$ cat src/rtl/core/jps_pkg.sv
// Shared types, codes, constants and helper functions of the jump phase sequencer.
package jps_pkg;

  // Jump phases, also the encoding of the phase_now result field
  typedef enum logic [2:0] {
    PH_PREPARE = 3'd0,
    PH_PUSH    = 3'd1,
    PH_FLY     = 3'd2,
    PH_LAND    = 3'd3,
    PH_RECOVER = 3'd4
  } jps_phase_e;

  // Controller states
  typedef enum logic [2:0] {
    S_IDLE   = 3'd0,
    S_RAMP   = 3'd1,
    S_RECIP  = 3'd2,
    S_YAW    = 3'd3,
    S_COMMIT = 3'd4
  } jps_state_e;

  // Operand selection of the shared multiplier
  typedef enum logic [1:0] {
    MUL_RAMP  = 2'd0,
    MUL_RECIP = 2'd1,
    MUL_YAW   = 2'd2
  } jps_mul_sel_e;

  // Jump kinds (codes above JK_TURN_RIGHT behave as no jump)
  localparam logic [2:0] JK_FORWARD    = 3'd1;
  localparam logic [2:0] JK_BACKWARD   = 3'd2;
  localparam logic [2:0] JK_TURN_LEFT  = 3'd3;
  localparam logic [2:0] JK_TURN_RIGHT = 3'd4;

  // Configuration register indexes
  localparam logic [2:0] REG_JUMP_KIND  = 3'd0;
  localparam logic [2:0] REG_MAX_SPEED  = 3'd1;
  localparam logic [2:0] REG_LEFT_LOW   = 3'd2;
  localparam logic [2:0] REG_LEFT_HIGH  = 3'd3;
  localparam logic [2:0] REG_RIGHT_LOW  = 3'd4;
  localparam logic [2:0] REG_RIGHT_HIGH = 3'd5;

  // Operation codes
  localparam logic OP_START = 1'b0;

  // Angles in Q3.12
  localparam logic signed [17:0] Q_PI        = 18'sd12868;
  localparam logic signed [17:0] Q_TWO_PI    = 18'sd25736;
  localparam logic signed [17:0] Q_THREE_PI  = 18'sd38604;
  localparam logic signed [17:0] Q_FOUR_PI   = 18'sd51472;
  localparam logic signed [17:0] Q_HALF_PI   = 18'sd6434;

  // Pitch stability window
  localparam logic signed [15:0] PITCH_LIMIT = 16'sd737;
  localparam logic signed [15:0] RATE_LIMIT  = 16'sd6553;

  // Push ramp: velocity = min(speed, cap) * min(timer, ramp) / ramp.
  // The division is a right shift followed by a reciprocal multiply.
  localparam logic [7:0]  RAMP_FWD       = 8'd160;
  localparam logic [7:0]  RAMP_BWD       = 8'd240;
  localparam logic [14:0] CAP_FWD        = 15'd1638;
  localparam logic [14:0] CAP_BWD        = 15'd1393;
  localparam int          PRE_SHIFT_FWD  = 5;   // 160 = 32 * 5
  localparam int          PRE_SHIFT_BWD  = 4;   // 240 = 16 * 15
  localparam logic signed [16:0] RECIP_FWD = 17'sd13108;  // ceil(2^16 / 5)
  localparam logic signed [16:0] RECIP_BWD = 17'sd17477;  // ceil(2^18 / 15)
  localparam int          RECIP_SHIFT_FWD = 16;
  localparam int          RECIP_SHIFT_BWD = 18;

  // Phase durations in milliseconds
  localparam int PUSH_WAIT_FWD    = 650;
  localparam int PUSH_WAIT_BWD    = 700;
  localparam int PUSH_WAIT_NONE   = 200;
  localparam int FLY_WAIT         = 130;
  localparam int LAND_WAIT        = 260;
  localparam int STABLE_WAIT      = 80;
  localparam int RECOVER_TIMEOUT  = 350;

  // Yaw loop gains (Q3.12), feed-forward rates and rate limits
  localparam logic signed [16:0] KP_STRAIGHT = 17'sd12288;
  localparam logic signed [16:0] KP_TURN     = 17'sd4096;
  localparam logic signed [16:0] KP_PUSH     = 17'sd5734;
  localparam logic signed [16:0] KP_FLY      = 17'sd8192;
  localparam logic signed [16:0] KP_LAND     = 17'sd1434;
  localparam logic signed [16:0] KP_RECOVER  = 17'sd3277;
  localparam logic signed [19:0] FF_PUSH     = 20'sd4915;
  localparam logic signed [19:0] FF_FLY      = 20'sd26214;
  localparam logic signed [19:0] MR_STRAIGHT = 20'sd7373;
  localparam logic signed [19:0] MR_TURN     = 20'sd2458;
  localparam logic signed [19:0] MR_PUSH     = 20'sd7373;
  localparam logic signed [19:0] MR_FLY      = 20'sd26214;
  localparam logic signed [19:0] MR_LAND     = 20'sd1638;
  localparam logic signed [19:0] MR_RECOVER  = 20'sd2048;
  localparam logic signed [33:0] ROUND_HALF  = 34'sd2048;

  // Pose arguments
  localparam logic signed [7:0] SERVO_LOW_OFS  = 8'sd60;
  localparam logic signed [7:0] SERVO_HIGH_OFS = 8'sd20;
  localparam logic [8:0]        AUX_A_PREPARE  = 9'd450;
  localparam logic [7:0]        AUX_B_PREPARE  = 8'd250;

  // Controller to datapath commands
  typedef struct packed {
    logic         load;
    logic         mul_en;
    jps_mul_sel_e mul_sel;
    logic         commit;
  } jps_cmd_t;

  // Datapath to controller status
  typedef struct packed {
    logic res_free;
  } jps_status_t;

  // One result word
  typedef struct packed {
    logic               pose_valid;
    logic [11:0]        pose_left;
    logic [11:0]        pose_right;
    logic [8:0]         pose_aux_a;
    logic [7:0]         pose_aux_b;
    logic signed [15:0] linear_velocity;
    logic signed [15:0] yaw_rate_cmd;
    logic               yaw_control_on;
    logic               linear_feedback_on;
    logic               clear_yaw_integral;
    logic               finished;
    logic [2:0]         phase_now;
  } jps_res_t;

  // Wrap an angle into (-PI, PI]; the input never exceeds two turns either way
  function automatic logic signed [15:0] wrap_angle(input logic signed [17:0] a);
    logic signed [17:0] r;
    if (a > Q_THREE_PI) begin
      r = a - Q_FOUR_PI;
    end else if (a > Q_PI) begin
      r = a - Q_TWO_PI;
    end else if (a <= -Q_THREE_PI) begin
      r = a + Q_FOUR_PI;
    end else if (a <= -Q_PI) begin
      r = a + Q_TWO_PI;
    end else begin
      r = a;
    end
    return r[15:0];
  endfunction

  // Servo base plus offset, saturated to 0..4095
  function automatic logic [11:0] servo_sum(input logic [11:0] base,
                                            input logic signed [7:0] delta);
    logic signed [13:0] s;
    s = $signed({2'b00, base}) + $signed({{6{delta[7]}}, delta});
    if (s < 14'sd0) begin
      return 12'd0;
    end else if (s > 14'sd4095) begin
      return 12'd4095;
    end else begin
      return s[11:0];
    end
  endfunction

endpackage

$ cat src/rtl/core/jps_if.sv
// Channel interfaces of the jump phase sequencer: input, result and configuration.
interface jps_in_if;
  logic               valid;
  logic               ready;
  logic               operation;
  logic [7:0]         tick_length;
  logic signed [15:0] yaw_now;
  logic signed [15:0] pitch_now;
  logic signed [15:0] pitch_speed;

  modport source (output valid, operation, tick_length, yaw_now, pitch_now, pitch_speed,
                  input ready);
  modport sink   (input valid, operation, tick_length, yaw_now, pitch_now, pitch_speed,
                  output ready);
endinterface

interface jps_res_if;
  logic               valid;
  logic               ready;
  logic               pose_valid;
  logic [11:0]        pose_left;
  logic [11:0]        pose_right;
  logic [8:0]         pose_aux_a;
  logic [7:0]         pose_aux_b;
  logic signed [15:0] linear_velocity;
  logic signed [15:0] yaw_rate_cmd;
  logic               yaw_control_on;
  logic               linear_feedback_on;
  logic               clear_yaw_integral;
  logic               finished;
  logic [2:0]         phase_now;

  modport source (output valid, pose_valid, pose_left, pose_right, pose_aux_a, pose_aux_b,
                  linear_velocity, yaw_rate_cmd, yaw_control_on, linear_feedback_on,
                  clear_yaw_integral, finished, phase_now,
                  input ready);
  modport sink   (input valid, pose_valid, pose_left, pose_right, pose_aux_a, pose_aux_b,
                  linear_velocity, yaw_rate_cmd, yaw_control_on, linear_feedback_on,
                  clear_yaw_integral, finished, phase_now,
                  output ready);
endinterface

interface jps_cfg_if;
  logic        valid;
  logic        ready;
  logic [2:0]  index;
  logic [14:0] data;

  modport source (output valid, index, data, input ready);
  modport sink   (input valid, index, data, output ready);
endinterface

$ cat src/rtl/core/jps_ctrl.sv
// Controller of the jump phase sequencer: sequences load, three multiplies and commit.
module jps_ctrl (
  input  logic                 clk_i,
  input  logic                 rst_ni,
  input  logic                 in_valid_i,
  output logic                 in_ready_o,
  input  jps_pkg::jps_status_t status_i,
  output jps_pkg::jps_cmd_t    cmd_o
);

  jps_pkg::jps_state_e state_q, state_d;

  always_ff @(posedge clk_i or negedge rst_ni) begin
    if (!rst_ni) begin
      state_q <= jps_pkg::S_IDLE;
    end else begin
      state_q <= state_d;
    end
  end

  always_comb begin
    state_d       = state_q;
    in_ready_o    = 1'b0;
    cmd_o         = '0;
    cmd_o.mul_sel = jps_pkg::MUL_RAMP;
    unique case (state_q)
      jps_pkg::S_IDLE: begin
        in_ready_o = 1'b1;
        if (in_valid_i) begin
          cmd_o.load = 1'b1;
          state_d    = jps_pkg::S_RAMP;
        end
      end
      jps_pkg::S_RAMP: begin
        cmd_o.mul_en  = 1'b1;
        cmd_o.mul_sel = jps_pkg::MUL_RAMP;
        state_d       = jps_pkg::S_RECIP;
      end
      jps_pkg::S_RECIP: begin
        cmd_o.mul_en  = 1'b1;
        cmd_o.mul_sel = jps_pkg::MUL_RECIP;
        state_d       = jps_pkg::S_YAW;
      end
      jps_pkg::S_YAW: begin
        cmd_o.mul_en  = 1'b1;
        cmd_o.mul_sel = jps_pkg::MUL_YAW;
        state_d       = jps_pkg::S_COMMIT;
      end
      jps_pkg::S_COMMIT: begin
        // hold until the result register can take the word
        if (status_i.res_free) begin
          cmd_o.commit = 1'b1;
          state_d      = jps_pkg::S_IDLE;
        end
      end
      default: begin
        state_d = jps_pkg::S_IDLE;
      end
    endcase
  end

  a_commit_room: assert property (@(posedge clk_i) disable iff (!rst_ni)
    cmd_o.commit |-> status_i.res_free)
    else $error("commit while the result register is occupied");

  a_load_to_commit: assert property (@(posedge clk_i) disable iff (!rst_ni)
    cmd_o.load |-> ##4 (state_q == jps_pkg::S_COMMIT))
    else $error("item did not reach commit four cycles after load");

endmodule

$ cat src/rtl/core/jps_dp.sv
// Datapath of the jump phase sequencer: registers, phase state, shared multiplier, result.
module jps_dp #(
  parameter int TIMER_WIDTH = 16
) (
  input  logic                 clk_i,
  input  logic                 rst_ni,
  input  jps_pkg::jps_cmd_t    cmd_i,
  output jps_pkg::jps_status_t status_o,
  input  logic                 operation_i,
  input  logic [7:0]           tick_length_i,
  input  logic signed [15:0]   yaw_now_i,
  input  logic signed [15:0]   pitch_now_i,
  input  logic signed [15:0]   pitch_speed_i,
  input  logic                 cfg_we_i,
  input  logic [2:0]           cfg_index_i,
  input  logic [14:0]          cfg_data_i,
  output jps_pkg::jps_res_t    res_o,
  output logic                 res_valid_o,
  input  logic                 res_ready_i
);

  localparam logic [TIMER_WIDTH-1:0] WAIT_FWD  = TIMER_WIDTH'(jps_pkg::PUSH_WAIT_FWD);
  localparam logic [TIMER_WIDTH-1:0] WAIT_BWD  = TIMER_WIDTH'(jps_pkg::PUSH_WAIT_BWD);
  localparam logic [TIMER_WIDTH-1:0] WAIT_NONE = TIMER_WIDTH'(jps_pkg::PUSH_WAIT_NONE);
  localparam logic [TIMER_WIDTH-1:0] WAIT_FLY  = TIMER_WIDTH'(jps_pkg::FLY_WAIT);
  localparam logic [TIMER_WIDTH-1:0] WAIT_LAND = TIMER_WIDTH'(jps_pkg::LAND_WAIT);
  localparam logic [TIMER_WIDTH-1:0] WAIT_STBL = TIMER_WIDTH'(jps_pkg::STABLE_WAIT);
  localparam logic [TIMER_WIDTH-1:0] WAIT_TOUT = TIMER_WIDTH'(jps_pkg::RECOVER_TIMEOUT);

  // configuration
  logic [2:0]  jump_kind_q;
  logic [14:0] max_speed_q;
  logic [11:0] left_low_q, left_high_q, right_low_q, right_high_q;

  // captured item
  logic               op_q;
  logic [7:0]         tick_q;
  logic signed [15:0] yaw_q;
  logic               stable_q;

  // jump state
  jps_pkg::jps_phase_e     phase_q, phase_d;
  logic [TIMER_WIDTH-1:0]  ptimer_q, ptimer_d;
  logic [TIMER_WIDTH-1:0]  relapsed_q, relapsed_d;
  logic signed [15:0]      ytarget_q, ytarget_d;

  // arithmetic
  logic signed [15:0] err_q;
  logic signed [33:0] prod_q, prod_d;
  logic signed [15:0] vel_q, vel_d;
  logic signed [16:0] mul_a, mul_b;

  // result
  jps_pkg::jps_res_t res_q, res_d;
  logic              res_valid_q;

  logic lin_fwd, lin_bwd, spin_ccw, spin_cw, lin_jump, turn_jump, steer_jump;

  assign lin_fwd    = (jump_kind_q == jps_pkg::JK_FORWARD);
  assign lin_bwd    = (jump_kind_q == jps_pkg::JK_BACKWARD);
  assign spin_ccw   = (jump_kind_q == jps_pkg::JK_TURN_LEFT);
  assign spin_cw    = (jump_kind_q == jps_pkg::JK_TURN_RIGHT);
  assign lin_jump   = lin_fwd | lin_bwd;
  assign turn_jump  = spin_ccw | spin_cw;
  assign steer_jump = lin_jump | turn_jump;

  always_ff @(posedge clk_i or negedge rst_ni) begin
    if (!rst_ni) begin
      jump_kind_q  <= 3'd0;
      max_speed_q  <= 15'd1638;
      left_low_q   <= 12'd0;
      left_high_q  <= 12'd4095;
      right_low_q  <= 12'd0;
      right_high_q <= 12'd4095;
    end else if (cfg_we_i) begin
      unique case (cfg_index_i)
        jps_pkg::REG_JUMP_KIND:  jump_kind_q  <= cfg_data_i[2:0];
        jps_pkg::REG_MAX_SPEED:  max_speed_q  <= cfg_data_i;
        jps_pkg::REG_LEFT_LOW:   left_low_q   <= cfg_data_i[11:0];
        jps_pkg::REG_LEFT_HIGH:  left_high_q  <= cfg_data_i[11:0];
        jps_pkg::REG_RIGHT_LOW:  right_low_q  <= cfg_data_i[11:0];
        jps_pkg::REG_RIGHT_HIGH: right_high_q <= cfg_data_i[11:0];
        default: ;
      endcase
    end
  end

  always_ff @(posedge clk_i) begin
    if (cmd_i.load) begin
      op_q     <= operation_i;
      tick_q   <= tick_length_i;
      yaw_q    <= yaw_now_i;
      stable_q <= (pitch_now_i >= -jps_pkg::PITCH_LIMIT) &&
                  (pitch_now_i <= jps_pkg::PITCH_LIMIT) &&
                  (pitch_speed_i >= -jps_pkg::RATE_LIMIT) &&
                  (pitch_speed_i <= jps_pkg::RATE_LIMIT);
    end
  end

  // ---------------------------------------------------------------- multiplier
  logic [7:0]         ramp_len, ramp_t;
  logic [14:0]        ramp_cap, ramp_pv;
  logic [33:0]        pre_shifted, post_shifted;
  logic [10:0]        vel_mag;
  logic signed [16:0] kp_sel;
  logic signed [17:0] ydiff;

  always_comb begin
    ramp_len = lin_fwd ? jps_pkg::RAMP_FWD : jps_pkg::RAMP_BWD;
    ramp_cap = lin_fwd ? jps_pkg::CAP_FWD : jps_pkg::CAP_BWD;
    ramp_t   = (ptimer_q < TIMER_WIDTH'(ramp_len)) ? ptimer_q[7:0] : ramp_len;
    ramp_pv  = (max_speed_q < ramp_cap) ? max_speed_q : ramp_cap;

    pre_shifted  = lin_fwd ? (prod_q >> jps_pkg::PRE_SHIFT_FWD)
                           : (prod_q >> jps_pkg::PRE_SHIFT_BWD);
    post_shifted = lin_fwd ? (prod_q >> jps_pkg::RECIP_SHIFT_FWD)
                           : (prod_q >> jps_pkg::RECIP_SHIFT_BWD);
    vel_mag      = post_shifted[10:0];

    kp_sel = jps_pkg::KP_STRAIGHT;
    if (turn_jump) begin
      case (phase_q)
        jps_pkg::PH_PUSH:    kp_sel = jps_pkg::KP_PUSH;
        jps_pkg::PH_FLY:     kp_sel = jps_pkg::KP_FLY;
        jps_pkg::PH_LAND:    kp_sel = jps_pkg::KP_LAND;
        jps_pkg::PH_RECOVER: kp_sel = jps_pkg::KP_RECOVER;
        default:             kp_sel = jps_pkg::KP_TURN;
      endcase
    end

    case (cmd_i.mul_sel)
      jps_pkg::MUL_RAMP: begin
        mul_a = $signed({2'b00, ramp_pv});
        mul_b = $signed({9'd0, ramp_t});
      end
      jps_pkg::MUL_RECIP: begin
        mul_a = $signed({2'b00, pre_shifted[14:0]});
        mul_b = lin_fwd ? jps_pkg::RECIP_FWD : jps_pkg::RECIP_BWD;
      end
      default: begin
        mul_a = kp_sel;
        mul_b = $signed({err_q[15], err_q});
      end
    endcase
    prod_d = mul_a * mul_b;

    ydiff = $signed({{2{ytarget_q[15]}}, ytarget_q}) - $signed({{2{yaw_q[15]}}, yaw_q});

    if ((phase_q == jps_pkg::PH_PUSH) && lin_jump) begin
      vel_d = lin_bwd ? -$signed({5'd0, vel_mag}) : $signed({5'd0, vel_mag});
    end else begin
      vel_d = 16'sd0;
    end
  end

  always_ff @(posedge clk_i) begin
    if (cmd_i.mul_en) begin
      prod_q <= prod_d;
      if (cmd_i.mul_sel == jps_pkg::MUL_RAMP) begin
        err_q <= jps_pkg::wrap_angle(ydiff);
      end
      if (cmd_i.mul_sel == jps_pkg::MUL_YAW) begin
        vel_q <= vel_d;
      end
    end
  end

  // ---------------------------------------------------------------- commit
  logic [TIMER_WIDTH:0]   tsum, rsum;
  logic [TIMER_WIDTH-1:0] tadd, radd, push_wait;
  logic signed [33:0]     rnd_full;
  logic signed [19:0]     rnd, ff_sel, mr_sel, ysum, ycl;
  logic signed [17:0]     turn_ofs;

  always_comb begin
    tsum = {1'b0, ptimer_q} + {{(TIMER_WIDTH-7){1'b0}}, tick_q};
    rsum = {1'b0, relapsed_q} + {{(TIMER_WIDTH-7){1'b0}}, tick_q};
    tadd = tsum[TIMER_WIDTH] ? '1 : tsum[TIMER_WIDTH-1:0];
    radd = rsum[TIMER_WIDTH] ? '1 : rsum[TIMER_WIDTH-1:0];
    push_wait = lin_fwd ? WAIT_FWD : (lin_bwd ? WAIT_BWD : WAIT_NONE);

    // yaw rate: round the P term half up, add the feed-forward signed by turn direction, clamp
    rnd_full = prod_q + jps_pkg::ROUND_HALF;
    rnd      = rnd_full[31:12];
    ff_sel   = 20'sd0;
    mr_sel   = jps_pkg::MR_STRAIGHT;
    if (turn_jump) begin
      case (phase_q)
        jps_pkg::PH_PUSH: begin
          ff_sel = jps_pkg::FF_PUSH;
          mr_sel = jps_pkg::MR_PUSH;
        end
        jps_pkg::PH_FLY: begin
          ff_sel = jps_pkg::FF_FLY;
          mr_sel = jps_pkg::MR_FLY;
        end
        jps_pkg::PH_LAND:    mr_sel = jps_pkg::MR_LAND;
        jps_pkg::PH_RECOVER: mr_sel = jps_pkg::MR_RECOVER;
        default:             mr_sel = jps_pkg::MR_TURN;
      endcase
    end
    ysum = spin_cw ? (rnd - ff_sel) : (spin_ccw ? (rnd + ff_sel) : rnd);
    if (ysum > mr_sel) begin
      ycl = mr_sel;
    end else if (ysum < -mr_sel) begin
      ycl = -mr_sel;
    end else begin
      ycl = ysum;
    end

    turn_ofs = spin_ccw ? jps_pkg::Q_HALF_PI : (spin_cw ? -jps_pkg::Q_HALF_PI : 18'sd0);

    phase_d    = phase_q;
    ptimer_d   = ptimer_q;
    relapsed_d = relapsed_q;
    ytarget_d  = ytarget_q;
    res_d      = '0;

    if (op_q == jps_pkg::OP_START) begin
      phase_d    = jps_pkg::PH_PREPARE;
      ptimer_d   = '0;
      relapsed_d = '0;
      ytarget_d  = 16'sd0;
    end else begin
      res_d.linear_velocity    = vel_q;
      res_d.yaw_rate_cmd       = steer_jump ? ycl[15:0] : 16'sd0;
      res_d.yaw_control_on     = steer_jump;
      res_d.linear_feedback_on = lin_jump && (phase_q == jps_pkg::PH_PUSH);
      case (phase_q)
        jps_pkg::PH_PREPARE: begin
          ytarget_d = jps_pkg::wrap_angle($signed({{2{yaw_q[15]}}, yaw_q}) + turn_ofs);
          res_d.pose_valid         = 1'b1;
          res_d.pose_left          = jps_pkg::servo_sum(left_low_q, jps_pkg::SERVO_LOW_OFS);
          res_d.pose_right         = jps_pkg::servo_sum(right_low_q, -jps_pkg::SERVO_LOW_OFS);
          res_d.pose_aux_a         = jps_pkg::AUX_A_PREPARE;
          res_d.pose_aux_b         = jps_pkg::AUX_B_PREPARE;
          res_d.clear_yaw_integral = 1'b1;
          phase_d  = jps_pkg::PH_PUSH;
          ptimer_d = '0;
        end
        jps_pkg::PH_PUSH: begin
          ptimer_d = tadd;
          if (tadd >= push_wait) begin
            res_d.pose_valid = 1'b1;
            res_d.pose_left  = jps_pkg::servo_sum(left_high_q, jps_pkg::SERVO_HIGH_OFS);
            res_d.pose_right = jps_pkg::servo_sum(right_high_q, -jps_pkg::SERVO_HIGH_OFS);
            ptimer_d = '0;
            phase_d  = jps_pkg::PH_FLY;
          end
        end
        jps_pkg::PH_FLY: begin
          ptimer_d = tadd;
          if (tadd >= WAIT_FLY) begin
            res_d.pose_valid = 1'b1;
            res_d.pose_left  = jps_pkg::servo_sum(left_low_q, jps_pkg::SERVO_LOW_OFS);
            res_d.pose_right = jps_pkg::servo_sum(right_low_q, -jps_pkg::SERVO_LOW_OFS);
            ptimer_d = '0;
            phase_d  = jps_pkg::PH_LAND;
          end
        end
        jps_pkg::PH_LAND: begin
          ptimer_d = tadd;
          if (tadd >= WAIT_LAND) begin
            ptimer_d   = '0;
            relapsed_d = '0;
            phase_d    = jps_pkg::PH_RECOVER;
          end
        end
        default: begin
          // recover: stay here, flag done on every tick that meets the end condition
          relapsed_d = radd;
          ptimer_d   = stable_q ? tadd : '0;
          if ((ptimer_d >= WAIT_STBL) || (radd >= WAIT_TOUT)) begin
            res_d.clear_yaw_integral = 1'b1;
            res_d.finished           = 1'b1;
          end
        end
      endcase
      res_d.phase_now = phase_d;
    end
  end

  always_ff @(posedge clk_i or negedge rst_ni) begin
    if (!rst_ni) begin
      phase_q    <= jps_pkg::PH_PREPARE;
      ptimer_q   <= '0;
      relapsed_q <= '0;
      ytarget_q  <= 16'sd0;
    end else if (cmd_i.commit) begin
      phase_q    <= phase_d;
      ptimer_q   <= ptimer_d;
      relapsed_q <= relapsed_d;
      ytarget_q  <= ytarget_d;
    end
  end

  always_ff @(posedge clk_i or negedge rst_ni) begin
    if (!rst_ni) begin
      res_valid_q <= 1'b0;
    end else if (cmd_i.commit) begin
      res_valid_q <= 1'b1;
    end else if (res_ready_i) begin
      res_valid_q <= 1'b0;
    end
  end

  always_ff @(posedge clk_i) begin
    if (cmd_i.commit) begin
      res_q <= res_d;
    end
  end

  assign res_o             = res_q;
  assign res_valid_o       = res_valid_q;
  assign status_o.res_free = !res_valid_q || res_ready_i;

  a_commit_shows: assert property (@(posedge clk_i) disable iff (!rst_ni)
    cmd_i.commit |=> res_valid_q)
    else $error("committed word not presented");

  a_start_clears: assert property (@(posedge clk_i) disable iff (!rst_ni)
    (cmd_i.commit && (op_q == jps_pkg::OP_START)) |=>
      (phase_q == jps_pkg::PH_PREPARE) && (ptimer_q == '0) &&
      (relapsed_q == '0) && (ytarget_q == 16'sd0))
    else $error("start did not clear the jump state");

endmodule

$ cat src/rtl/core/jump_phase_sequencer_top.sv
// Top level of the jump phase sequencer: channels, controller and datapath.
//
// Use: a host writes the configuration registers over cfg_i (index 0 jump kind,
// 1 max linear speed, 2..5 left/right servo low/high limits) while the block is idle.
// Each word on in_i is either a start (operation 0), which clears the jump state,
// or a tick carrying the elapsed milliseconds and the measured yaw, pitch and
// pitch rate. Every input word yields exactly one result word on res_o.
// The controller walks through load, three passes of the single shared multiplier
// (ramp product, reciprocal for the ramp division, yaw gain) and a commit step,
// one item at a time: a new input word is accepted only once the previous one
// has been committed to the output register.
// The result sits in an output register, so the next input word is accepted while
// the previous result still waits; if res_o stays stalled the controller holds in
// its commit step until the register frees up.
// Reset: asynchronous, active low. It returns the phase to prepare, clears the
// timers and yaw target, and loads the register defaults (no jump, speed 1638,
// full servo range). The configuration channel is always ready.
module jump_phase_sequencer_top #(
  parameter int TIMER_WIDTH = 16
) (
  input  logic        clk_i,
  input  logic        rst_ni,
  jps_in_if.sink      in_i,
  jps_res_if.source   res_o,
  jps_cfg_if.sink     cfg_i
);

  jps_pkg::jps_cmd_t    cmd;
  jps_pkg::jps_status_t status;
  jps_pkg::jps_res_t    res;
  logic                 res_valid;

  jps_ctrl u_ctrl (
    .clk_i      (clk_i),
    .rst_ni     (rst_ni),
    .in_valid_i (in_i.valid),
    .in_ready_o (in_i.ready),
    .status_i   (status),
    .cmd_o      (cmd)
  );

  jps_dp #(
    .TIMER_WIDTH (TIMER_WIDTH)
  ) u_dp (
    .clk_i         (clk_i),
    .rst_ni        (rst_ni),
    .cmd_i         (cmd),
    .status_o      (status),
    .operation_i   (in_i.operation),
    .tick_length_i (in_i.tick_length),
    .yaw_now_i     (in_i.yaw_now),
    .pitch_now_i   (in_i.pitch_now),
    .pitch_speed_i (in_i.pitch_speed),
    .cfg_we_i      (cfg_i.valid),
    .cfg_index_i   (cfg_i.index),
    .cfg_data_i    (cfg_i.data),
    .res_o         (res),
    .res_valid_o   (res_valid),
    .res_ready_i   (res_o.ready)
  );

  // register writes never stall
  assign cfg_i.ready = 1'b1;

  // unpack the result word onto the channel
  assign res_o.valid              = res_valid;
  assign res_o.pose_valid         = res.pose_valid;
  assign res_o.pose_left          = res.pose_left;
  assign res_o.pose_right         = res.pose_right;
  assign res_o.pose_aux_a         = res.pose_aux_a;
  assign res_o.pose_aux_b         = res.pose_aux_b;
  assign res_o.linear_velocity    = res.linear_velocity;
  assign res_o.yaw_rate_cmd       = res.yaw_rate_cmd;
  assign res_o.yaw_control_on     = res.yaw_control_on;
  assign res_o.linear_feedback_on = res.linear_feedback_on;
  assign res_o.clear_yaw_integral = res.clear_yaw_integral;
  assign res_o.finished           = res.finished;
  assign res_o.phase_now          = res.phase_now;

endmodule

$ cat src/flat_wrapper.sv
// flat-port wrapper written by rule: the top's interface ports become plain ports
module jump_phase_sequencer_top_flat 
#(
  parameter int TIMER_WIDTH = 16
)
  (clk_i, rst_ni, in_i_valid, in_i_operation, in_i_tick_length, in_i_yaw_now, in_i_pitch_now, in_i_pitch_speed, in_i_ready, res_o_valid, res_o_pose_valid, res_o_pose_left, res_o_pose_right, res_o_pose_aux_a, res_o_pose_aux_b, res_o_linear_velocity, res_o_yaw_rate_cmd, res_o_yaw_control_on, res_o_linear_feedback_on, res_o_clear_yaw_integral, res_o_finished, res_o_phase_now, res_o_ready, cfg_i_valid, cfg_i_index, cfg_i_data, cfg_i_ready);
  jps_in_if in_i_i ();
  jps_res_if res_o_i ();
  jps_cfg_if cfg_i_i ();
  input  logic clk_i;
  input  logic rst_ni;
  input wire logic [$bits(in_i_i.valid)-1:0] in_i_valid;
  input wire logic [$bits(in_i_i.operation)-1:0] in_i_operation;
  input wire logic [$bits(in_i_i.tick_length)-1:0] in_i_tick_length;
  input wire logic [$bits(in_i_i.yaw_now)-1:0] in_i_yaw_now;
  input wire logic [$bits(in_i_i.pitch_now)-1:0] in_i_pitch_now;
  input wire logic [$bits(in_i_i.pitch_speed)-1:0] in_i_pitch_speed;
  output wire logic [$bits(in_i_i.ready)-1:0] in_i_ready;
  output wire logic [$bits(res_o_i.valid)-1:0] res_o_valid;
  output wire logic [$bits(res_o_i.pose_valid)-1:0] res_o_pose_valid;
  output wire logic [$bits(res_o_i.pose_left)-1:0] res_o_pose_left;
  output wire logic [$bits(res_o_i.pose_right)-1:0] res_o_pose_right;
  output wire logic [$bits(res_o_i.pose_aux_a)-1:0] res_o_pose_aux_a;
  output wire logic [$bits(res_o_i.pose_aux_b)-1:0] res_o_pose_aux_b;
  output wire logic [$bits(res_o_i.linear_velocity)-1:0] res_o_linear_velocity;
  output wire logic [$bits(res_o_i.yaw_rate_cmd)-1:0] res_o_yaw_rate_cmd;
  output wire logic [$bits(res_o_i.yaw_control_on)-1:0] res_o_yaw_control_on;
  output wire logic [$bits(res_o_i.linear_feedback_on)-1:0] res_o_linear_feedback_on;
  output wire logic [$bits(res_o_i.clear_yaw_integral)-1:0] res_o_clear_yaw_integral;
  output wire logic [$bits(res_o_i.finished)-1:0] res_o_finished;
  output wire logic [$bits(res_o_i.phase_now)-1:0] res_o_phase_now;
  input wire logic [$bits(res_o_i.ready)-1:0] res_o_ready;
  input wire logic [$bits(cfg_i_i.valid)-1:0] cfg_i_valid;
  input wire logic [$bits(cfg_i_i.index)-1:0] cfg_i_index;
  input wire logic [$bits(cfg_i_i.data)-1:0] cfg_i_data;
  output wire logic [$bits(cfg_i_i.ready)-1:0] cfg_i_ready;
  assign in_i_i.valid = in_i_valid;
  assign in_i_i.operation = in_i_operation;
  assign in_i_i.tick_length = in_i_tick_length;
  assign in_i_i.yaw_now = in_i_yaw_now;
  assign in_i_i.pitch_now = in_i_pitch_now;
  assign in_i_i.pitch_speed = in_i_pitch_speed;
  assign in_i_ready = in_i_i.ready;
  assign res_o_valid = res_o_i.valid;
  assign res_o_pose_valid = res_o_i.pose_valid;
  assign res_o_pose_left = res_o_i.pose_left;
  assign res_o_pose_right = res_o_i.pose_right;
  assign res_o_pose_aux_a = res_o_i.pose_aux_a;
  assign res_o_pose_aux_b = res_o_i.pose_aux_b;
  assign res_o_linear_velocity = res_o_i.linear_velocity;
  assign res_o_yaw_rate_cmd = res_o_i.yaw_rate_cmd;
  assign res_o_yaw_control_on = res_o_i.yaw_control_on;
  assign res_o_linear_feedback_on = res_o_i.linear_feedback_on;
  assign res_o_clear_yaw_integral = res_o_i.clear_yaw_integral;
  assign res_o_finished = res_o_i.finished;
  assign res_o_phase_now = res_o_i.phase_now;
  assign res_o_i.ready = res_o_ready;
  assign cfg_i_i.valid = cfg_i_valid;
  assign cfg_i_i.index = cfg_i_index;
  assign cfg_i_i.data = cfg_i_data;
  assign cfg_i_ready = cfg_i_i.ready;
  jump_phase_sequencer_top #(.TIMER_WIDTH(TIMER_WIDTH)) u_core (.clk_i(clk_i), .rst_ni(rst_ni), .in_i(in_i_i), .res_o(res_o_i), .cfg_i(cfg_i_i));
endmodule
$ cat config.mk
export PLATFORM = sky130hd
export DESIGN_NAME = jump_phase_sequencer_top_flat
export DESIGN_NICKNAME = d
export VERILOG_FILES = /design/src/rtl/core/jps_pkg.sv /design/src/rtl/core/jps_if.sv /design/src/rtl/core/jps_ctrl.sv /design/src/rtl/core/jps_dp.sv /design/src/rtl/core/jump_phase_sequencer_top.sv /design/src/flat_wrapper.sv
export SDC_FILE = /design/constraint.sdc
export NUM_CORES = 1
export LEC_CHECK = 0
export BUFFER_PORTS_ARGS = -buffer_cell sky130_fd_sc_hd__buf_4
export CAP_MARGIN = 20
export CORE_MARGIN = 2
export CORE_UTILIZATION = 60
export DETAILED_ROUTE_END_ITERATION = 16
export PLACE_DENSITY = 0.88
export SKIP_LAST_GASP = 1
export SLEW_MARGIN = 15
export SYNTH_ARGS = -nofsm -noshare
export SYNTH_HDL_FRONTEND = slang
export SYNTH_HIERARCHICAL = 1
export SYNTH_SLANG_ARGS = --single-unit
$ cat constraint.sdc
create_clock -name clk_i -period 12.2 [get_ports clk_i]
set_input_delay 3.66 -clock clk_i [delete_from_list [all_inputs] [get_ports clk_i]]
set_output_delay 3.66 -clock clk_i [all_outputs]
set_load 0.02 [all_outputs]
# Word level (Yosys, flattened, before mapping)
# Cells that the tools add are included.
# classes
order_cmp	29
n_bitwise	4
addsub	21
mul	1
eq_ne	24
n_mux	75
reduce_logical	28
# ops
cell	count
two-way mux 16 bit	21
two-way mux 12 bit	8
two-way mux 15 bit	5
case mux 25 bit (3 select lines)	1
case mux 16 bit (4 select lines)	1
case mux 15 bit (2 select lines)	2
case mux 15 bit (4 select lines)	1
case mux 14 bit (4 select lines)	1
two-way mux 25 bit	2
two-way mux 20 bit	2
two-way mux 18 bit	2
adder 16 x 8 -> 17 bit	2
case mux 17 bit (2 select lines)	1
adder 16 x 15 -> 16 bit (second input constant)	2
adder 16 bit (second input constant)	2
adder 32 x 13 -> 32 bit (second input constant)	1
>= comparator 16 x 9 -> 1 bit (second input constant)	2
multiplier 16 x 17 -> 32 bit	1
case mux 16 bit (2 select lines)	1
subtractor 16 x 15 -> 16 bit (second input constant)	2
subtractor 16 bit (second input constant)	2
two-way mux 10 bit	3
> comparator 14 x 13 -> 1 bit (second input constant)	2
< comparator 14 x 1 -> 1 bit (second input constant)	2
63 further kinds	113
# totals
reg_bits	292
in_bits	80

# Depth between registers and ports, before layout
# Gate-level depths: netlist of run 1.
# logic_depth
depth_word	11
ltp_mapped	40
ltp_nobuf	35

# Cells and area by module
# The synthesis of run 1 kept the hierarchy.
# by_module_without_submodules
module	seq_area_each_um2	n_inst	cells_each	area_per_inst_um2
jps_dp	7524.7	1	3361	29607.1
jps_ctrl	75.1	1	17	158.9
jump_phase_sequencer_top	0.0	1	2	11.3

# Worst setup path before layout of run 1
# No wires, ideal clock.
# synth_path
path_kind	register to register
startpoint	register u_core.u_dp.jump_kind_q[2]
endpoint	register u_core.u_dp.prod_q[31], data pin
arrival_time_ns	9.375
required_ns	11.939
setup_slack_ns	2.564
path_stages_with_launch	40
setup_time_ns	0.261
path_cell_list	dfrtp_1 clkbuf_1 nor3b_1 inv_1 clkbuf_1 buf_1 ha_1 o21a_1 o21ai_0 a21oi_1 a311oi_1 maj3_1 o21ai_1 clkbuf_1 a21boi_0 o21a_1 o31ai_1 clkbuf_1 [4 not listed] fa_1 fa_1 inv_1 fa_1 inv_1 fa_1 inv_1 ha_1 a21oi_1 nor2b_1 or2_2 or3_1 o21ai_0 o211ai_1 a21o_1 a41o_1 a41oi_1 xnor2_1
# synth_between
elab_chain_cells	6
elab_cells_between_ends	16
cone_classes	mul: 1; order compare: 2; eq/ne: 3; mux: 9; bitwise: 1
# synth_rtl
item	line_no	text
start: declaration	jps_dp.sv:31	logic [2:0] jump_kind_q;
start signal: assignment	jps_dp.sv:77	jps_pkg::REG_JUMP_KIND: jump_kind_q <= cfg_data_i[2:0];
== test 3 x 1 -> 1 bit	jps_dp.sv:59	assign lin_fwd = (jump_kind_q == jps_pkg::JK_FORWARD);
two-way mux 7 bit or two-way mux 10 bit (tied branches)	jps_dp.sv:109, jps_dp.sv:110	
< comparator 16 x 8 -> 1 bit or < comparator 15 x 11 -> 1 bit (tied branches)	jps_dp.sv:111, jps_dp.sv:112	
two-way mux 8 bit or two-way mux 15 bit (tied branches)	jps_dp.sv:111, jps_dp.sv:112	
case mux 17 bit (2 select lines) or case mux 15 bit (2 select lines) (tied branches)	jps_dp.sv:131	case (cmd_i.mul_sel)
multiplier 16 x 17 -> 32 bit *	jps_dp.sv:145	prod_d = mul_a * mul_b;
named net u_core.u_dp.prod_d[31]	jps_dp.sv:49	logic signed [33:0] prod_q, prod_d;
end signal: assignment	jps_dp.sv:158	prod_q <= prod_d;
end: declaration	jps_dp.sv:49	
# The timed path passes the listed nets; every way through them passes the cells marked *.
# A chain may end at the register's enable or synchronous reset.

# Final worst setup path of run 1
# layout_path
startpoint	register u_core.u_dp.jump_kind_q[2]
endpoint	register u_core.u_dp.prod_q[30], data pin
# Same word-level chain as after synthesis.

==> flow_summary.yaml, run 1 <==
status:
  status: "complete, no violations"
routing:
  wl_um: 81600
  wl_per_cell_um: 19.7
  drcViolationCount: 0
  first_iter_violations: 2399
  firstDrtPassIters: 7
  vias: 26015
  vias_per_cell: 6.26
  final_antenna_net_count: 0
synth:
  synth_top_family_by_area: "adder cells"
  synthMuxAreaShare_pct: 3.68
  yosys.area_share.adder_pct: 24.2
  yosys.area.top_type_share_pct: 15.2
  yosys-top-cells-area: "edfxtp_1 15%, fa_1 13%, ha_1 11%, dfrtp_1 7.6%, inv_1 5.1%"
  synth-main-ff-cell: "edfxtp_1"
  synth_cell_types: 106
  synthXorXnorAreaFrac_pct: 4.53
  syn_area_per_cell_um2: 8.81
  yosysTopAreaCell: "edfxtp_1"
  netlist_area_um2: 29800
  synth_compound_area_share_pct: 18.1
  yosys_warnings: 6
  yosysSeqAreaShare_pct: 25.5
  synth_cells: 3380
  yosys_register_bits: 272
  async_flop_share_pct: 44.5
  synth-simple-area-share_pct: 16.5
  synth-edff-count: 151
timing:
  drv_slew: 0
  tns_ns: 0
  timing.hold.ws_ns: 0.490
  worst_pin_slew_ns: 1.12
  slew_headroom_pct: 24.6
  fin_skew_ns: 0.0266
  rsz0062_at_grt: "no"
  setup-violations-final: 0
  timing.final.crit_share_pct: 88.6
  max_freq_mhz: 92.6
  hold_viol: 0
  min_period_ns: 10.80
grt:
  grt_pass1_vias: 25649
  grt_max_degree: 84
  grt_pass1_wl_um: 133000
  grt.overflow.total: 0
  antenna_found_initial: 0
  grt_usage_pct: 32.3
placement:
  dpl.cell_count: 4093
  place_hpwl_um: 62400
  port_buffers: 155
  place_congestion: 0.996
clocking:
  root_buffer: "clkbuf_16"
  cts_sinks: 272
  ctsHoldBuffers: 0
  cts_inserted_buffers: 31
  cts_tree: "built"
  post_cts_buffers: 0
  clk_latency_ns: 0.63
  clk_pin_slew_ns: 0.07
  ctsResizeCount: 0
  cts-htree-levels: 1
  cts_max_path_buffers: 3
critical_path:
  critPathMaxFanout: 23
  crit_slowest_cell: "o311ai_0"
  critPathTopFamily: "compound AO/OA/AOI/OAI gates"
  cp.required_ns: 12.55
  path_buf_inv: 7
  worst-setup-path-type: "reg2reg"
  critPathMaxStageDelay_ns: 0.63
  crit_arrival_ns: 11.16
  critPathLaunchType: "register"
  endpoint_kind: "register"
die:
  core-area_um2: 49000
  die_x_um: 227
  rows: 81
  io_pins: 164
  start_util_pct: 60.8
  fp.dieH_um: 227
  dieArea_um2: 51400
final_layout:
  final_cell_mix: "401 x inv_1, 346 x nor2_1, 270 x nand2_1"
  synthToLayoutAreaGrowth_pct: 9.55
  fin_util_pct: 66.6
  final_common_cell: "inv_1"
  drive_gt1_share_pct: 12.1
  nets: 4000
  layout.cells.non_filler: 4154
  fill_cells: 3786
  antenna_cells: 0
flow_run:
  maxCapViolCount: 0
hold_path:
  hp-class: "reg2reg"
-- path summary, 6_finish.rpt --
path                                                  from                         to  slack, ns  depth (start not counted)
worst max-delay path            u_core/u_dp/jump_kind_q[2]     u_core/u_dp/prod_q[30]       1.40                         30
worst min-delay path              u_core/u_dp/ytarget_q[4]   u_core/u_dp/ytarget_q[4]       0.49                          2
worst max register to register  u_core/u_dp/jump_kind_q[2]     u_core/u_dp/prod_q[30]       1.40                         30
worst min register to register    u_core/u_dp/ytarget_q[4]   u_core/u_dp/ytarget_q[4]       0.49                          2
max in group asynchronous                           rst_ni  u_core/u_dp/left_low_q[9]       7.72                          2
min in group asynchronous                           rst_ni  u_core/u_dp/ytarget_q[15]       3.05                          1
-- cells by family (layout without fill, tap and decap cells) --
logic type                 after synthesis  count (layout)
AOI/OAI and AO/OA                      799             799
xor gates and xnor gates               154             154
buffers and inverters                  561             657
adders and majority gates              455             455
and+or+nand+nor                       1036            1036
other                                    3              17
muxes                                  100             100
DFF                                    272             272
-- worst register-to-register path, delay by kind of cell (launching register included) --
| kind | cells | cell delay (ns) |
|---|---|---|
| adder cells (fa/ha/maj) | 7 | 3.24 |
| flip-flops | 1 | 0.50 |
| AO/OA/AOI/OAI | 10 | 3.28 |
| buffers and inverters | 7 | 1.60 |
| XOR/XNOR | 1 | 0.09 |
| AND/OR/NAND/NOR | 5 | 1.84 |
-- cell type report --
type,instances,area [um^2],area share (%)
inverter,408,1530,4.69
tap,664,831,2.55
timing repair buffer,192,1450,4.45
clock buffer,34,828,2.54
multi-input combinational,2561,20100,61.5
sequential,272,7600,23.3
clock inverter,23,325,0.997
-- cell usage after synthesis, types with 19 or more instances --
cell and n:
inv_1 401, xnor2_1 110, dfstp_2 30, a21oi_1 201, a22oi_1 19, o22ai_1 29, nand4_1 22, or2_2 23
nand2_1 270, xor2_1 44, buf_4 23, clkbuf_1 113, a211oi_1 32, mux2i_1 25, a31oi_1 40, fa_1 200
and2_1 47, nor3_1 61, a21o_1 48, o21a_1 29, o21ai_0 138, nor2_1 347, nor2b_1 30, nand3_1 70
and3_1 23, o31ai_1 20, ha_1 254, mux2_2 75, dfrtp_1 91, edfxtp_1 151, nand2b_1 47
-- state kept, by name, summed over array words and instances, names as in the netlist, 15 cells and up --
register and cells:
u_core/u_dp/res_o 65, u_core/u_dp/prod_q 28, u_core/u_dp/err_q 16, u_core/u_dp/ptimer_q 16, u_core/u_dp/relapsed_q 16, u_core/u_dp/vel_q 16, u_core/u_dp/yaw_q 16, u_core/u_dp/ytarget_q 16
u_core/u_dp/max_speed_q 15
-- per-stage QoR --
step	setup slack, ns	cell area (um^2)
final	1.40	32600
after CTS	1.55	32600
after detailed placement	1.69	31400
after floorplan	2.56	29800
after global placement	1.86	31400
after global routing	0.896	32600
-- routing by layer --
layer  GRT usage (%)  vias to the layer above  wire, um
li1                -                    11965         -
met4            14.3                        0      3990
met1            42.1                    12458     32600
met3            5.34                      264      7210
met2            53.1                     1328     37900
met5               0                        -         0
Power of run 1 is not shown: default switching activity piles up to over one toggle a cycle in this logic, so the estimate is an artifact.
==> run 2, diff against run 1 <==
- ABC_CLOCK_PERIOD_IN_PS: default -> 12200
- CELL_PAD_IN_SITES_DETAIL_PLACEMENT: default -> 1
- CELL_PAD_IN_SITES_GLOBAL_PLACEMENT: default -> 1
- CORE_UTILIZATION: 60 -> 49
- PLACE_DENSITY: 0.88 -> 0.92
==> run 2 against run 1 <==
Effect of this change:
- core utilization down 12 points
- global-route usage up 2.4 points
- setup slack worse by 0.29 ns
- critical path type unchanged
- critical endpoint is now u_core/u_dp/prod_q[31]
- register-to-register slack worse by 0.29 ns
- critical path depth unchanged
- design area up 0.73%
- non-clock buffer count up 1
==> flow_summary.yaml, run 2 (synthesis gave the netlist of run 1 again) <==
status:
  status: "complete, no violations"
grt:
  antenna_found_initial: 2
  grt_usage_pct: 34.7
  grt_max_degree: 93
  grt.overflow.total: 0
  grt_pass1_vias: 29892
  grt_pass1_wl_um: 172000
die:
  core-area_um2: 60200
  rows: 90
  start_util_pct: 49.4
  io_pins: 164
  die_x_um: 251
  dieArea_um2: 62800
  fp.dieH_um: 251
routing:
  final_antenna_net_count: 0
  vias_per_cell: 6.45
  firstDrtPassIters: 6
  vias: 27593
  first_iter_violations: 2676
  wl_um: 109000
  wl_per_cell_um: 25.5
  drcViolationCount: 0
clocking:
  ctsHoldBuffers: 0
  cts_sinks: 272
  root_buffer: "clkbuf_16"
  ctsResizeCount: 0
  cts_tree: "built"
  cts_max_path_buffers: 3
  cts-htree-levels: 2
  clk_latency_ns: 0.60
  post_cts_buffers: 0
  cts_inserted_buffers: 35
  clk_pin_slew_ns: 0.08
timing:
  worst_pin_slew_ns: 1.28
  max_freq_mhz: 90.2
  setup-violations-final: 0
  rsz0062_at_grt: "no"
  hold_viol: 0
  drv_slew: 0
  timing.final.crit_share_pct: 90.9
  layout_setup_ws_ns: 1.11
  fin_skew_ns: 0.0540
  tns_ns: 0
  min_period_ns: 11.09
  slew_headroom_pct: 13.6
hold_path:
  hp-class: "reg2reg"
critical_path:
  cp.required_ns: 12.53
  critPathMaxStageDelay_ns: 0.63
  critPathMaxFanout: 23
  crit_slowest_cell: "nand3b_1"
  cpMostUsedCell: "fa_1"
  critPathLaunchType: "register"
  crit_arrival_ns: 11.42
  endpoint_kind: "register"
  worst-setup-path-type: "reg2reg"
final_layout:
  fill_cells: 7022
  final_common_cell: "inv_1"
  drive_gt1_share_pct: 12.3
  synthToLayoutAreaGrowth_pct: 10.3
  nets: 4005
  antenna_cells: 0
  largest_reg_flops: 65
  final_cell_mix: "401 x inv_1, 345 x nor2_1, 270 x nand2_1"
placement:
  pre_cts_slack_ns: 1.36
  port_buffers: 155
  place_congestion: 0.960
  place_hpwl_um: 79200
flow_run:
  maxCapViolCount: 0
==> run 2: cell types whose count changed in the layout (fill, tap and decap cells not counted), moves of 2 or more <==
| cell | change |
|---|---|
| clkbuf_16 | +6 |
| clkbuf_1 | +6 |
| clkinv_2 | +2 |
| buf_4 | +2 |
| clkinv_4 | -2 |
| bufinv_16 | -4 |
==> run 2: critical path: cells and delay by family, from the launching register on <==
| family | cells | cell delay, ns |
|---|---|---|
| XOR/XNOR | 1 | 0.10 |
| AO/OA/AOI/OAI | 9 | 2.61 |
| flip-flops | 1 | 0.53 |
| AND/OR/NAND/NOR | 7 | 2.50 |
| adder cells (fa/ha/maj) | 7 | 3.50 |
| buffers and inverters | 6 | 1.56 |
==> run 2: final timing paths <==
check | start | end | slack [ns] | cells past startpoint
min in group asynchronous | rst_ni | u_core/u_dp/ytarget_q[15] | 3.16 | 1
min reg2reg | u_core/u_dp/ytarget_q[13] | u_core/u_dp/ytarget_q[13] | 0.48 | 2
max in group asynchronous | rst_ni | u_core/u_dp/ptimer_q[14] | 7.57 | 2
max | u_core/u_dp/jump_kind_q[2] | u_core/u_dp/prod_q[31] | 1.11 | 30
max reg2reg | u_core/u_dp/jump_kind_q[2] | u_core/u_dp/prod_q[31] | 1.11 | 30
min | u_core/u_dp/ytarget_q[13] | u_core/u_dp/ytarget_q[13] | 0.48 | 2
==> run 2: routing by layer <==
layer  part of all wire (%)  GRT usage, %
met5                 0.0073             0
met4                    6.6          21.0
met3                    7.4          6.35
met2                     49          59.6
met1                     38          40.4
==> run 2: final cells by class <==
type | instances | area, um^2 | share of cell area (%)
inverters | 408 | 1530 | 4.66
clock buffers | 46 | 1000 | 3.05
flip-flops and latches | 272 | 7600 | 23.1
well taps | 782 | 978 | 2.98
multi-input cells | 2561 | 20100 | 61.1
clock inverters | 18 | 205 | 0.624
repair buffers | 193 | 1470 | 4.46
==> run 2: through the flow <==
stage,cells,util [%],hold slack [ns],area [um^2]
final,4280,54.5,0.481,32900
after global routing,4280,54.5,0.534,32900
after CTS,4277,54.4,0.490,32800
after detailed placement,4213,52.4,0.480,31600
after global placement,4213,52.4,0.466,31600
after floorplan,3394,-,0.453,29800
Power of run 2 is left out for the same reason.
